`config.mk`:
```
export PLATFORM = sky130hd
export DESIGN_NAME = ascii_decimal_number_parser_flat
export DESIGN_NICKNAME = d
export VERILOG_FILES = /design/src/rtl/core/adp_pkg.sv /design/src/rtl/core/adp_if.sv /design/src/rtl/core/ascii_decimal_number_parser.sv /design/src/flat_wrapper.sv
export VERILOG_INCLUDE_DIRS = /design/src /design/src/rtl/core
export SDC_FILE = /design/constraint.sdc
export NUM_CORES = 1
export LEC_CHECK = 0
export BUFFER_PORTS_ARGS = -buffer_cell sky130_fd_sc_hd__buf_4
export CAP_MARGIN = 40
export CELL_PAD_IN_SITES_DETAIL_PLACEMENT = 1
export CELL_PAD_IN_SITES_GLOBAL_PLACEMENT = 2
export CORE_ASPECT_RATIO = 0.8
export CORE_MARGIN = 1
export CORE_UTILIZATION = 25
export DETAILED_ROUTE_END_ITERATION = 10
export PLACE_DENSITY = 0.6
export RECOVER_POWER = 25
export SYNTH_ARGS = -nofsm -noshare
export SYNTH_HDL_FRONTEND = slang
export SYNTH_SLANG_ARGS = --single-unit
```
`constraint.sdc`:
```
create_clock -name clk -period 13.2 [get_ports clk]
set_input_delay 1.98 -clock clk [delete_from_list [all_inputs] [get_ports clk]]
set_output_delay 1.98 -clock clk [all_outputs]
set_load 0.01 [all_outputs]
```
`src/rtl/core/assert_macros.svh`:
```
// Assertion macros shared by the RTL of the decimal parser.
// No dependencies; included by the files that carry assertions.
`ifndef ASSERT_MACROS_SVH
`define ASSERT_MACROS_SVH

// Check a property on every rising edge outside reset.
`define ADP_ASSERT(lbl, clk, rst_n, prop, msg) \
  lbl: assert property (@(posedge clk) disable iff (!rst_n) (prop)) else $error(msg);

// Check that a condition implies another in the same cycle.
`define ADP_ASSERT_IMPLY(lbl, clk, rst_n, ante, cons, msg) \
  lbl: assert property (@(posedge clk) disable iff (!rst_n) (ante) |-> (cons)) else $error(msg);

`endif

```
`src/rtl/core/adp_pkg.sv`:
```
// Shared widths and codes for the ASCII decimal number parser.
// No dependencies; used by the channel interfaces and the top level.
package adp_pkg;

  localparam int CH_W     = 8;
  localparam int VALUE_W  = 33;
  localparam int STATUS_W = 3;
  localparam int FAIL_W   = 16;
  localparam int TYPE_W   = 2;
  localparam int PHASE_W  = 2;
  localparam int CFG_AW   = 3;
  localparam int CFG_DW   = 32;

  // Parser phases
  localparam logic [PHASE_W-1:0] PH_SEEK   = 2'd0;
  localparam logic [PHASE_W-1:0] PH_SIGN   = 2'd1;
  localparam logic [PHASE_W-1:0] PH_DIGITS = 2'd2;

  // Result status codes
  localparam logic [STATUS_W-1:0] ST_OK       = 3'd0;
  localparam logic [STATUS_W-1:0] ST_NOSTART  = 3'd1;
  localparam logic [STATUS_W-1:0] ST_NODIGIT  = 3'd2;
  localparam logic [STATUS_W-1:0] ST_OVERFLOW = 3'd3;
  localparam logic [STATUS_W-1:0] ST_RANGE    = 3'd4;

  // Target type codes
  localparam logic [TYPE_W-1:0] TT_U8  = 2'd0;
  localparam logic [TYPE_W-1:0] TT_U32 = 2'd1;
  localparam logic [TYPE_W-1:0] TT_S16 = 2'd2;

  // Register indexes
  localparam logic REG_TARGET_TYPE = 1'b0;

  localparam logic [FAIL_W-1:0] FAIL_MAX = 16'hFFFF;

  localparam logic [CH_W-1:0] CH_NUL   = 8'h00;
  localparam logic [CH_W-1:0] CH_SPACE = 8'h20;
  localparam logic [CH_W-1:0] CH_TAB   = 8'h09;
  localparam logic [CH_W-1:0] CH_MINUS = 8'h2D;
  localparam logic [CH_W-1:0] CH_PLUS  = 8'h2B;
  localparam logic [CH_W-1:0] CH_ZERO  = 8'h30;
  localparam logic [CH_W-1:0] CH_NINE  = 8'h39;

endpackage

```
`src/rtl/core/adp_if.sv`:
```
// Valid/ready channel interfaces for the decimal parser.
// Depends on adp_pkg for field widths.
interface adp_in_if;
  logic                        valid;
  logic                        ready;
  logic [adp_pkg::CH_W-1:0]    ch;
  logic                        at_end;

  modport source (output valid, output ch, output at_end, input ready);
  modport sink (input valid, input ch, input at_end, output ready);
endinterface

interface adp_out_if;
  logic                              valid;
  logic                              ready;
  logic signed [adp_pkg::VALUE_W-1:0] value;
  logic [adp_pkg::STATUS_W-1:0]      status;
  logic [adp_pkg::FAIL_W-1:0]        fail_count;

  modport source (output valid, output value, output status, output fail_count,
                  input ready);
  modport sink (input valid, input value, input status, input fail_count,
                output ready);
endinterface

```
`src/rtl/core/ascii_decimal_number_parser.sv`:
```
// ASCII decimal number parser: a result word appears the cycle after its last character is taken.
// Throughput one character per cycle unless stalled; the multiply-by-ten-and-add path sets the cycle.
// One result register; a result word held off by the sink stalls input until it is taken.
// Synchronous active-low reset returns to seeking, clears the accumulator, the
// failure count and target_type (unsigned 8-bit).
// Depends on adp_pkg, adp_if and assert_macros.svh.
`include "assert_macros.svh"

module ascii_decimal_number_parser #(
  parameter int ACC_BITS = 32
) (
  input  logic                          clk,
  input  logic                          rst_n,
  adp_in_if.sink                        in_chan,
  adp_out_if.source                     out_chan,
  input  logic                          psel,
  input  logic                          penable,
  input  logic                          pwrite,
  input  logic [adp_pkg::CFG_AW-1:0]    paddr,
  input  logic [adp_pkg::CFG_DW-1:0]    pwdata,
  output logic [adp_pkg::CFG_DW-1:0]    prdata,
  output logic                          pready
);

  localparam int PROD_W = ACC_BITS + 4;
  localparam int EXT_W  = (ACC_BITS > adp_pkg::VALUE_W) ? ACC_BITS : adp_pkg::VALUE_W;

  logic [adp_pkg::PHASE_W-1:0]  phase_r, phase_nxt;
  logic                         neg_r, neg_nxt;
  logic [ACC_BITS-1:0]          acc_r, acc_nxt;
  logic [adp_pkg::FAIL_W-1:0]   failures_r, failures_nxt;
  logic [adp_pkg::TYPE_W-1:0]   tgt_r;

  logic                         out_valid_r;
  logic [adp_pkg::VALUE_W-1:0]  value_r;
  logic [adp_pkg::STATUS_W-1:0] status_r;
  logic [adp_pkg::FAIL_W-1:0]   fail_cnt_r;

  logic                         in_fire;
  logic                         is_end, is_digit, is_space, is_sign;
  logic [3:0]                   digit_val;
  logic [PROD_W-1:0]            prod;
  logic                         ovf;
  logic [EXT_W-1:0]             acc_ext;
  logic [adp_pkg::STATUS_W-1:0] fin_status;
  logic [adp_pkg::VALUE_W-1:0]  fin_value;
  logic                         res_valid;
  logic [adp_pkg::STATUS_W-1:0] res_status;
  logic [adp_pkg::VALUE_W-1:0]  res_value;
  logic                         cfg_wr;

  // ---------------- configuration port ----------------
  assign pready = 1'b1;
  assign cfg_wr = psel && penable && pwrite && pready;

  always_ff @(posedge clk) begin
    if (!rst_n) begin
      tgt_r <= adp_pkg::TT_U8;
    end else if (cfg_wr && paddr[2] == adp_pkg::REG_TARGET_TYPE) begin
      tgt_r <= pwdata[adp_pkg::TYPE_W-1:0];
    end
  end

  always_comb begin
    prdata = '0;
    if (paddr[2] == adp_pkg::REG_TARGET_TYPE) begin
      prdata[adp_pkg::TYPE_W-1:0] = tgt_r;
    end
  end

  // ---------------- character decode ----------------
  assign in_chan.ready = !out_valid_r || out_chan.ready;
  assign in_fire       = in_chan.valid && in_chan.ready;

  assign is_end    = in_chan.at_end || (in_chan.ch == adp_pkg::CH_NUL);
  assign is_digit  = !is_end && (in_chan.ch inside {[adp_pkg::CH_ZERO:adp_pkg::CH_NINE]});
  assign is_space  = (in_chan.ch == adp_pkg::CH_SPACE) || (in_chan.ch == adp_pkg::CH_TAB);
  assign is_sign   = (in_chan.ch == adp_pkg::CH_MINUS) || (in_chan.ch == adp_pkg::CH_PLUS);
  assign digit_val = in_chan.ch[3:0];

  // acc * 10 + d; any bit above the accumulator width means overflow
  assign prod = (PROD_W'(acc_r) << 3) + (PROD_W'(acc_r) << 1) + PROD_W'(digit_val);
  assign ovf  = prod[PROD_W-1:ACC_BITS] != '0;

  // ---------------- range check of the finished number ----------------
  assign acc_ext = EXT_W'(acc_r);

  always_comb begin
    fin_status = adp_pkg::ST_OK;
    fin_value  = acc_ext[adp_pkg::VALUE_W-1:0];
    case (tgt_r)
      adp_pkg::TT_U8: begin
        if (neg_r || acc_ext > EXT_W'(32'hFF)) begin
          fin_status = adp_pkg::ST_RANGE;
        end
      end
      adp_pkg::TT_U32: begin
        if (neg_r || acc_ext > EXT_W'(32'hFFFF_FFFF)) begin
          fin_status = adp_pkg::ST_RANGE;
        end
      end
      default: begin
        if (neg_r) begin
          if (acc_ext > EXT_W'(32'd32768)) begin
            fin_status = adp_pkg::ST_RANGE;
          end else begin
            fin_value = ~acc_ext[adp_pkg::VALUE_W-1:0] + adp_pkg::VALUE_W'(1);
          end
        end else if (acc_ext > EXT_W'(32'd32767)) begin
          fin_status = adp_pkg::ST_RANGE;
        end
      end
    endcase
  end

  // ---------------- next state ----------------
  always_comb begin
    phase_nxt  = phase_r;
    neg_nxt    = neg_r;
    acc_nxt    = acc_r;
    res_valid  = 1'b0;
    res_status = adp_pkg::ST_OK;
    res_value  = '0;
    case (phase_r)
      adp_pkg::PH_DIGITS: begin
        if (is_digit) begin
          if (ovf) begin
            res_valid  = 1'b1;
            res_status = adp_pkg::ST_OVERFLOW;
          end else begin
            acc_nxt = prod[ACC_BITS-1:0];
          end
        end else begin
          res_valid  = 1'b1;
          res_status = fin_status;
          res_value  = fin_value;
        end
      end
      adp_pkg::PH_SIGN: begin
        if (is_digit) begin
          acc_nxt   = ACC_BITS'(digit_val);
          phase_nxt = adp_pkg::PH_DIGITS;
        end else begin
          res_valid  = 1'b1;
          res_status = adp_pkg::ST_NODIGIT;
        end
      end
      default: begin
        if (is_end) begin
          res_valid  = 1'b1;
          res_status = adp_pkg::ST_NOSTART;
        end else if (is_space) begin
          phase_nxt = adp_pkg::PH_SEEK;
        end else if (is_sign) begin
          neg_nxt   = (in_chan.ch == adp_pkg::CH_MINUS);
          acc_nxt   = '0;
          phase_nxt = adp_pkg::PH_SIGN;
        end else if (is_digit) begin
          neg_nxt   = 1'b0;
          acc_nxt   = ACC_BITS'(digit_val);
          phase_nxt = adp_pkg::PH_DIGITS;
        end else begin
          res_valid  = 1'b1;
          res_status = adp_pkg::ST_NOSTART;
        end
      end
    endcase

    if (res_status != adp_pkg::ST_OK) begin
      res_value = '0;
    end

    // every result drops back to seeking
    if (res_valid) begin
      phase_nxt = adp_pkg::PH_SEEK;
      neg_nxt   = 1'b0;
      acc_nxt   = '0;
    end

    failures_nxt = failures_r;
    if (res_valid && res_status != adp_pkg::ST_OK && failures_r != adp_pkg::FAIL_MAX) begin
      failures_nxt = failures_r + adp_pkg::FAIL_W'(1);
    end
  end

  always_ff @(posedge clk) begin
    if (!rst_n) begin
      phase_r    <= adp_pkg::PH_SEEK;
      neg_r      <= 1'b0;
      acc_r      <= '0;
      failures_r <= '0;
    end else if (in_fire) begin
      phase_r    <= phase_nxt;
      neg_r      <= neg_nxt;
      acc_r      <= acc_nxt;
      failures_r <= failures_nxt;
    end
  end

  // ---------------- result register ----------------
  always_ff @(posedge clk) begin
    if (!rst_n) begin
      out_valid_r <= 1'b0;
    end else if (in_fire && res_valid) begin
      out_valid_r <= 1'b1;
    end else if (out_chan.ready) begin
      out_valid_r <= 1'b0;
    end
  end

  always_ff @(posedge clk) begin
    if (in_fire && res_valid) begin
      value_r    <= res_value;
      status_r   <= res_status;
      fail_cnt_r <= failures_nxt;
    end
  end

  assign out_chan.valid      = out_valid_r;
  assign out_chan.value      = value_r;
  assign out_chan.status     = status_r;
  assign out_chan.fail_count = fail_cnt_r;

  // ---------------- assertions ----------------
  `ADP_ASSERT_IMPLY(a_err_value_zero, clk, rst_n, out_valid_r && status_r != adp_pkg::ST_OK, value_r == '0, "error result carries a nonzero value")
  `ADP_ASSERT_IMPLY(a_seek_clean, clk, rst_n, phase_r == adp_pkg::PH_SEEK, acc_r == '0 && !neg_r, "seeking with stale accumulator or sign")
  `ADP_ASSERT(a_fail_inc, clk, rst_n, in_fire && res_valid && res_status != adp_pkg::ST_OK && failures_r != adp_pkg::FAIL_MAX |=> failures_r == $past(failures_r) + adp_pkg::FAIL_W'(1), "failure count did not advance")

endmodule

```
`src/flat_wrapper.sv`:
```
// flat-port wrapper written by rule: the top's interface ports become plain ports
module ascii_decimal_number_parser_flat 
#(
  parameter int ACC_BITS = 32
)
  (clk, rst_n, psel, penable, pwrite, paddr, pwdata, prdata, pready, in_chan_valid, in_chan_ch, in_chan_at_end, in_chan_ready, out_chan_valid, out_chan_value, out_chan_status, out_chan_fail_count, out_chan_ready);
  adp_in_if in_chan_i ();
  adp_out_if out_chan_i ();
  input  logic clk;
  input  logic rst_n;
  input  logic psel;
  input  logic penable;
  input  logic pwrite;
  input  logic [adp_pkg::CFG_AW-1:0] paddr;
  input  logic [adp_pkg::CFG_DW-1:0] pwdata;
  output logic [adp_pkg::CFG_DW-1:0] prdata;
  output logic pready;
  input wire logic [$bits(in_chan_i.valid)-1:0] in_chan_valid;
  input wire logic [$bits(in_chan_i.ch)-1:0] in_chan_ch;
  input wire logic [$bits(in_chan_i.at_end)-1:0] in_chan_at_end;
  output wire logic [$bits(in_chan_i.ready)-1:0] in_chan_ready;
  output wire logic [$bits(out_chan_i.valid)-1:0] out_chan_valid;
  output wire logic [$bits(out_chan_i.value)-1:0] out_chan_value;
  output wire logic [$bits(out_chan_i.status)-1:0] out_chan_status;
  output wire logic [$bits(out_chan_i.fail_count)-1:0] out_chan_fail_count;
  input wire logic [$bits(out_chan_i.ready)-1:0] out_chan_ready;
  assign in_chan_i.valid = in_chan_valid;
  assign in_chan_i.ch = in_chan_ch;
  assign in_chan_i.at_end = in_chan_at_end;
  assign in_chan_ready = in_chan_i.ready;
  assign out_chan_valid = out_chan_i.valid;
  assign out_chan_value = out_chan_i.value;
  assign out_chan_status = out_chan_i.status;
  assign out_chan_fail_count = out_chan_i.fail_count;
  assign out_chan_i.ready = out_chan_ready;
  ascii_decimal_number_parser #(.ACC_BITS(ACC_BITS)) u_core (.clk(clk), .rst_n(rst_n), .in_chan(in_chan_i), .out_chan(out_chan_i), .psel(psel), .penable(penable), .pwrite(pwrite), .paddr(paddr), .pwdata(pwdata), .prdata(prdata), .pready(pready));
endmodule
```
Word level (Yosys, flattened, before mapping) --
Cells that the tools add are included.
Cells by class: bitwise logic cells 4, multiplexer cells 48, shifts and indexed selects 0, multipliers 0, div/mod/pow operators 0, equality and inequality tests 17, add/sub/neg operators 4, magnitude comparators 6, reduce and logical (&&, ||, !) cells 30
Operators with widths (number):
- two-way mux 32 bit | 10
- case mux 32 bit (2 select lines) | 1
- adder 35 x 33 -> 36 bit | 1
- adder 36 x 4 -> 36 bit | 1
- adder 33 x 1 -> 33 bit, second input constant | 1
- inverter 32 -> 33 bit | 1
- greater-than comparator 32 x 15 -> 1 bit, second input constant | 1
- greater-than comparator 32 x 16 -> 1 bit, second input constant | 1
- greater-than comparator 32 bit, second input constant | 1
- greater-than comparator 32 x 8 -> 1 bit, second input constant | 1
- two-way mux 3 bit | 9
- == test 8 x 6 -> 1 bit, second input constant | 3
- adder 16 x 1 -> 16 bit, second input constant | 1
- two-way mux 16 bit | 1
- two-way mux 2 bit | 8
- inequality test 16 bit, second input constant | 1
- two-way mux 1 bit | 15
- case mux 3 bit (2 select lines) | 2
- AND reduction 5 bit | 2
- logical AND 1 bit | 9
- == test 8 x 4 -> 1 bit, second input constant | 1
- greater-or-equal comparator 8 x 6 -> 1 bit, second input constant | 1
- less-or-equal comparator 8 x 6 -> 1 bit, second input constant | 1
- zero test 8 bit | 1
- other kinds (20) | 35
Word-level totals: bits in registers 106, bits in writable memories 0, input port bits 51, latch bits 0, memories 0, memory bits (read-only) 0, output and inout port bits 87

Depth between registers and ports, before layout --
depth after elaboration 13, depth in mapped cells 16, depth with buffers taken out 14

Worst setup path before layout --
No wires, ideal clock.
kind in2reg, start in in_chan_ch[3], end reg u_core.fail_cnt_r (netlist bit u_core.out_chan.fail_count[0]) (enable), cell stages on the path 13, setup slack 5963 ps, setup time 462 ps, arrival 6775 ps, cell sequence inv_1 -> fa_1 -> inv_1 -> fa_1 -> a211oi_1 -> o21ai_0 -> a31oi_1 -> o211ai_1 -> a21o_1 -> mux2i_1 -> or2_4 -> o31ai_4 -> nor2_1
Between the ends: word-level cells in the longest chain between the ends 10, elaborated cells between the ends (all ways) 23, classes of those cells add/sub: 1; order compare: 2; eq/ne: 4; mux: 7; reduce/logical: 9
Ends and longest elaborated chain:
- from (decl) | line flat_wrapper.sv:19 | input wire logic [$bits(in_chan_i.ch)-1:0] in_chan_ch;
- parallel branches: the longest is 8 deep, another holds adder 36 x 4 -> 36 bit
- case mux 1 bit (2 select lines) (*) | line ascii_decimal_number_parser.sv:124 | case (phase_r)
- logical AND 1 bit (*) | line ascii_decimal_number_parser.sv:212 | if (in_fire && res_valid) begin
- to (signal assigned) | line ascii_decimal_number_parser.sv:215 | fail_cnt_r <= failures_nxt;
- to (decl) | line ascii_decimal_number_parser.sv:37 | logic [adp_pkg::FAIL_W-1:0] fail_cnt_r;
Every way passes the cells marked *. A chain may end at the register's enable or synchronous reset.

Worst setup path after layout --
start in in_chan_ch[3], end reg u_core.fail_cnt_r (netlist bit u_core.out_chan.fail_count[2]) (enable)
Same word-level chain as after synthesis.

==> summary.txt <==
Clocking
  • Post-CTS Setup Bufs: 0
  • CTS tree: built
  • Max clock buf depth: 2
  • # H-tree levels: 3
  • CTS Buf Count: 9
  • CTS clk-pin slew, worst paths: 0.08 ns
  • Hold_buf cts: 0
  • Clock Latency Late Sink: 0.37 ns
  • Clock Root Buffer: clkbuf_16
  • Post-CTS sizing: 0
  • Sink Count: 106

Pwr
  • P_leak: 3.43 nW
  • Clock power share: 42.6%
  • Switching Fraction: 25.8%
  • Share of power burned in registers: 50.9%
  • Power density cells: 84.6 nW/um^2
  • Max VDD drop: 0.0576 mV
  • Int Pwr: 0.000521 W
  • Switching pwr: 0.000181 W
  • Gate power share: 6.6%

STA
  • Worst-Margin Slew: 1.27 ns
  • Final Max Slew Viols: 0
  • RSZ-0062 raised after global routing: false
  • Setup TNS: 0 ns
  • Final Hold Viols: 0
  • Final hold slack: 0.505 ns
  • Fin crit period: 6.49 ns
  • Maximum clock frequency: 0.154 GHz
  • Slew HR: 15.2%
  • Worst clock skew: 0.0109 ns
  • Setup Viol. Count Final: 0
  • Period utilisation layout: 49.2%

Drt
  • # DRC: 0
  • Via count: 6105
  • Initial DRC Count: 360
  • Post-Route WL: 22100 um
  • Routed Antenna Nets: 0
  • Routed len/inst: 17.6 um
  • DR pass1 iterations: 6
  • Vias per cell: 4.88

Final layout
  • # diodes: 0
  • Commonest non-fill, non-tap cell in the layout: nor2_1
  • Area delta synth->final: 13.5%
  • Post-Layout Cell Count: 1252
  • Share of layout cells above drive strength 1: 7.26%
  • Commonest non-fill, non-tap cells in the layout: nor2_1 (96), nand2_1 (71), ha_1 (67)
  • Nets@finish: 997

Yosys
  • Post-synth EDFFs: 52
  • Unique masters post-synth: 71
  • #FFs+latches synth: 106
  • Most used flip-flop cell after synthesis: dfxtp_1
  • YS warnings: 0
  • Async set or reset register ratio after synthesis: 0%
  • Sequential fraction of the synthesis area: 36.2%
  • Mapped Cells: 817
  • Synthesized cell area: 7310 sq um
  • Post-synthesis area per instance: 8.94 sq um

Placement
  • Inst Count DP: 1236
  • Post-DP HPWL: 16900 um
  • Placer Congestion: 0.787
  • Port Buf Inserts: 74

Global routing
  • Vias in the first global route: 6007
  • GRT Max-Usage Layer: met1
  • Total congestion overflow: 0
  • Largest net degree at the start of global routing: 34
  • GR Layer Usage met1: 23.2%
  • Initial antenna violation count: 0
  • Met3 Usage GRT: 1.89%
  • First-pass GRT wire length: 34700 um
  • Gr usage total: 15.1%
  • Met2 usage: 22.2%

Floorplanning
  • Core area: 28500 sq um
  • Chip height: 155 um
  • Ports: 138
  • # rows: 55
  • Chip width: 193 um
  • DIE AREA: 29900 sq um
  • Initial Utilization: 25.6%

Critical path
  • WS Path Type: primary input to flop
  • Critical Path RT: 13.23 ns
  • Startpoint types: primary input
  • Critical Path Fanout Max: 27
  • Slowest stage delay, CP: 0.64 ns
  • Crit-path cells: buf_4, inv_1, fa_1, inv_1, fa_1, a211oi_1, o21ai_0, a31oi_1, o211ai_1, a21o_1, mux2i_1, or2_4, o31ai_4, nor2_4, buf_4
  • Slowest CP cell: nor2_4
  • Crit end category: flop
  • Crit path DAT: 6.52 ns

Worst hold path
  • Worst Hold Class: flop to flop

Flow run
  • Max cap viols: 0

Run status
  • Run status: completed
-- final timing paths --
path	startpoint	endpoint	slack, ns	cells after the start
worst min register to register	u_core.phase_r[1]	u_core.phase_r[1]	0.50	2
worst max register to register	u_core.acc_r[2]	u_core.out_chan.fail_count[2]	7.95	14
worst min-delay path	u_core.phase_r[1]	u_core.phase_r[1]	0.50	2
worst max-delay path	in_chan_ch[3]	u_core.out_chan.fail_count[2]	6.71	15
-- metal layers --
| layer | wire, um | share of wire, % | vias up |
|---|---|---|---|
| met5 | 0 | 0 | - |
| met4 | 189 | 0.86 | 0 |
| met3 | 519 | 2.4 | 12 |
| met2 | 9250 | 42 | 82 |
| met1 | 12100 | 55 | 2971 |
| li1 | - | - | 3040 |
-- registers in the layout, indices dropped and copies added (netlist names), 2 cells and up --
register                    flops
u_core.out_chan.status          3
u_core.acc_r                   32
u_core.tgt_r                    2
u_core.out_chan.value          33
u_core.out_chan.fail_count     16
u_core.failures_r              16
u_core.phase_r                  2
-- cell type report --
type                            instances  area, sq um
Inverter                               24         90.1
Clock inverter                          7         92.6
Timing Repair Buffer                   82          448
Multi-Input combinational cell        654         4340
Sequential cell                       106         2640
Tap cell                              370          463
Fill cell                            3377        20200
Clock buffer                            9          225
-- per-stage QoR --
stage	worst slack [ns]	instance area (sq um)	utilization (%)	total power [W]
floorplan	5.96	7420	-	0.000397
global placement	6.24	8120	28.5	0.000416
detailed placement	6.19	8170	28.7	0.000418
CTS	6.57	8490	29.8	0.000724
global route	6.23	8300	29.1	0.000732
finish	6.71	8300	29.1	0.000702
-- power by group through the flow --
| stage | registers [W] | logic (W) | clock network (W) |
|---|---|---|---|
| 4_1_cts | 0.000358 | 0.0000528 | 0.000313 |
| 3_3_place_gp | 0.000365 | 0.0000512 | 0 |
| 5_1_grt | 0.000359 | 0.0000515 | 0.000322 |
| 3_5_place_dp | 0.000365 | 0.0000527 | 0 |
| 6_report | 0.000357 | 0.0000460 | 0.000299 |
| 2_1_floorplan | 0.000369 | 0.0000272 | 0 |
-- cells in the mapped netlist, types with 3 or more instances --
cell        n  area share [%]
o21a_1      6            0.62
nor3_1     20             1.4
clkbuf_1   25             1.3
nand2b_1   15             1.3
edfxtp_1   52              21
o21ai_0    31             2.1
buf_4      31             3.2
mux2i_1     9             1.2
nand3_1    24             1.6
a21o_1      9            0.92
o31ai_1     4            0.41
xor2_1     23             2.8
nor4_1      6            0.51
and3_1      5            0.43
inv_1      24             1.2
ha_1       67              11
o2bb2ai_1   4            0.48
a211oi_1    3            0.31
and4_1      3            0.36
and2_1      4            0.34
buf_2       3            0.21
nor2b_1     9            0.77
a21oi_1    62             4.2
nand4_1    12             1.0
or3_1       7            0.60
xnor2_1    32             3.8
buf_6       3            0.46
nor2_1     97             5.0
o21bai_1    4            0.41
o211ai_1    6            0.62
a22o_1     28             3.4
nand2_1    71             3.6
or4_1       3            0.31
dfxtp_1    54              15
a31oi_1    11            0.94
-- cell families (layout without fill, tap and decap cells) --
kind of cell    count (synthesis)  in the layout  synth area share (%)
flops                         106            106                  36.2
buf+inv                        86            122                  6.37
simple gates                  288            288                  18.6
other cells                     2             31                 0.103
fa+ha+maj                      69             69                  12.0
compound gates                200            200                  18.6
mux                            11             11                  1.54
xor+xnor                       55             55                  6.59
-- critical path, delay by kind of cell --
family | cells | cell delay, ns
AND/OR/NAND/NOR | 2 | 0.85
AO/OA/AOI/OAI | 6 | 1.65
multiplexers | 1 | 0.24
adder cells (fa/ha/maj) | 2 | 1.02
buffers and inverters | 4 | 0.77
Note: power is estimated with default switching activity, not from simulation.
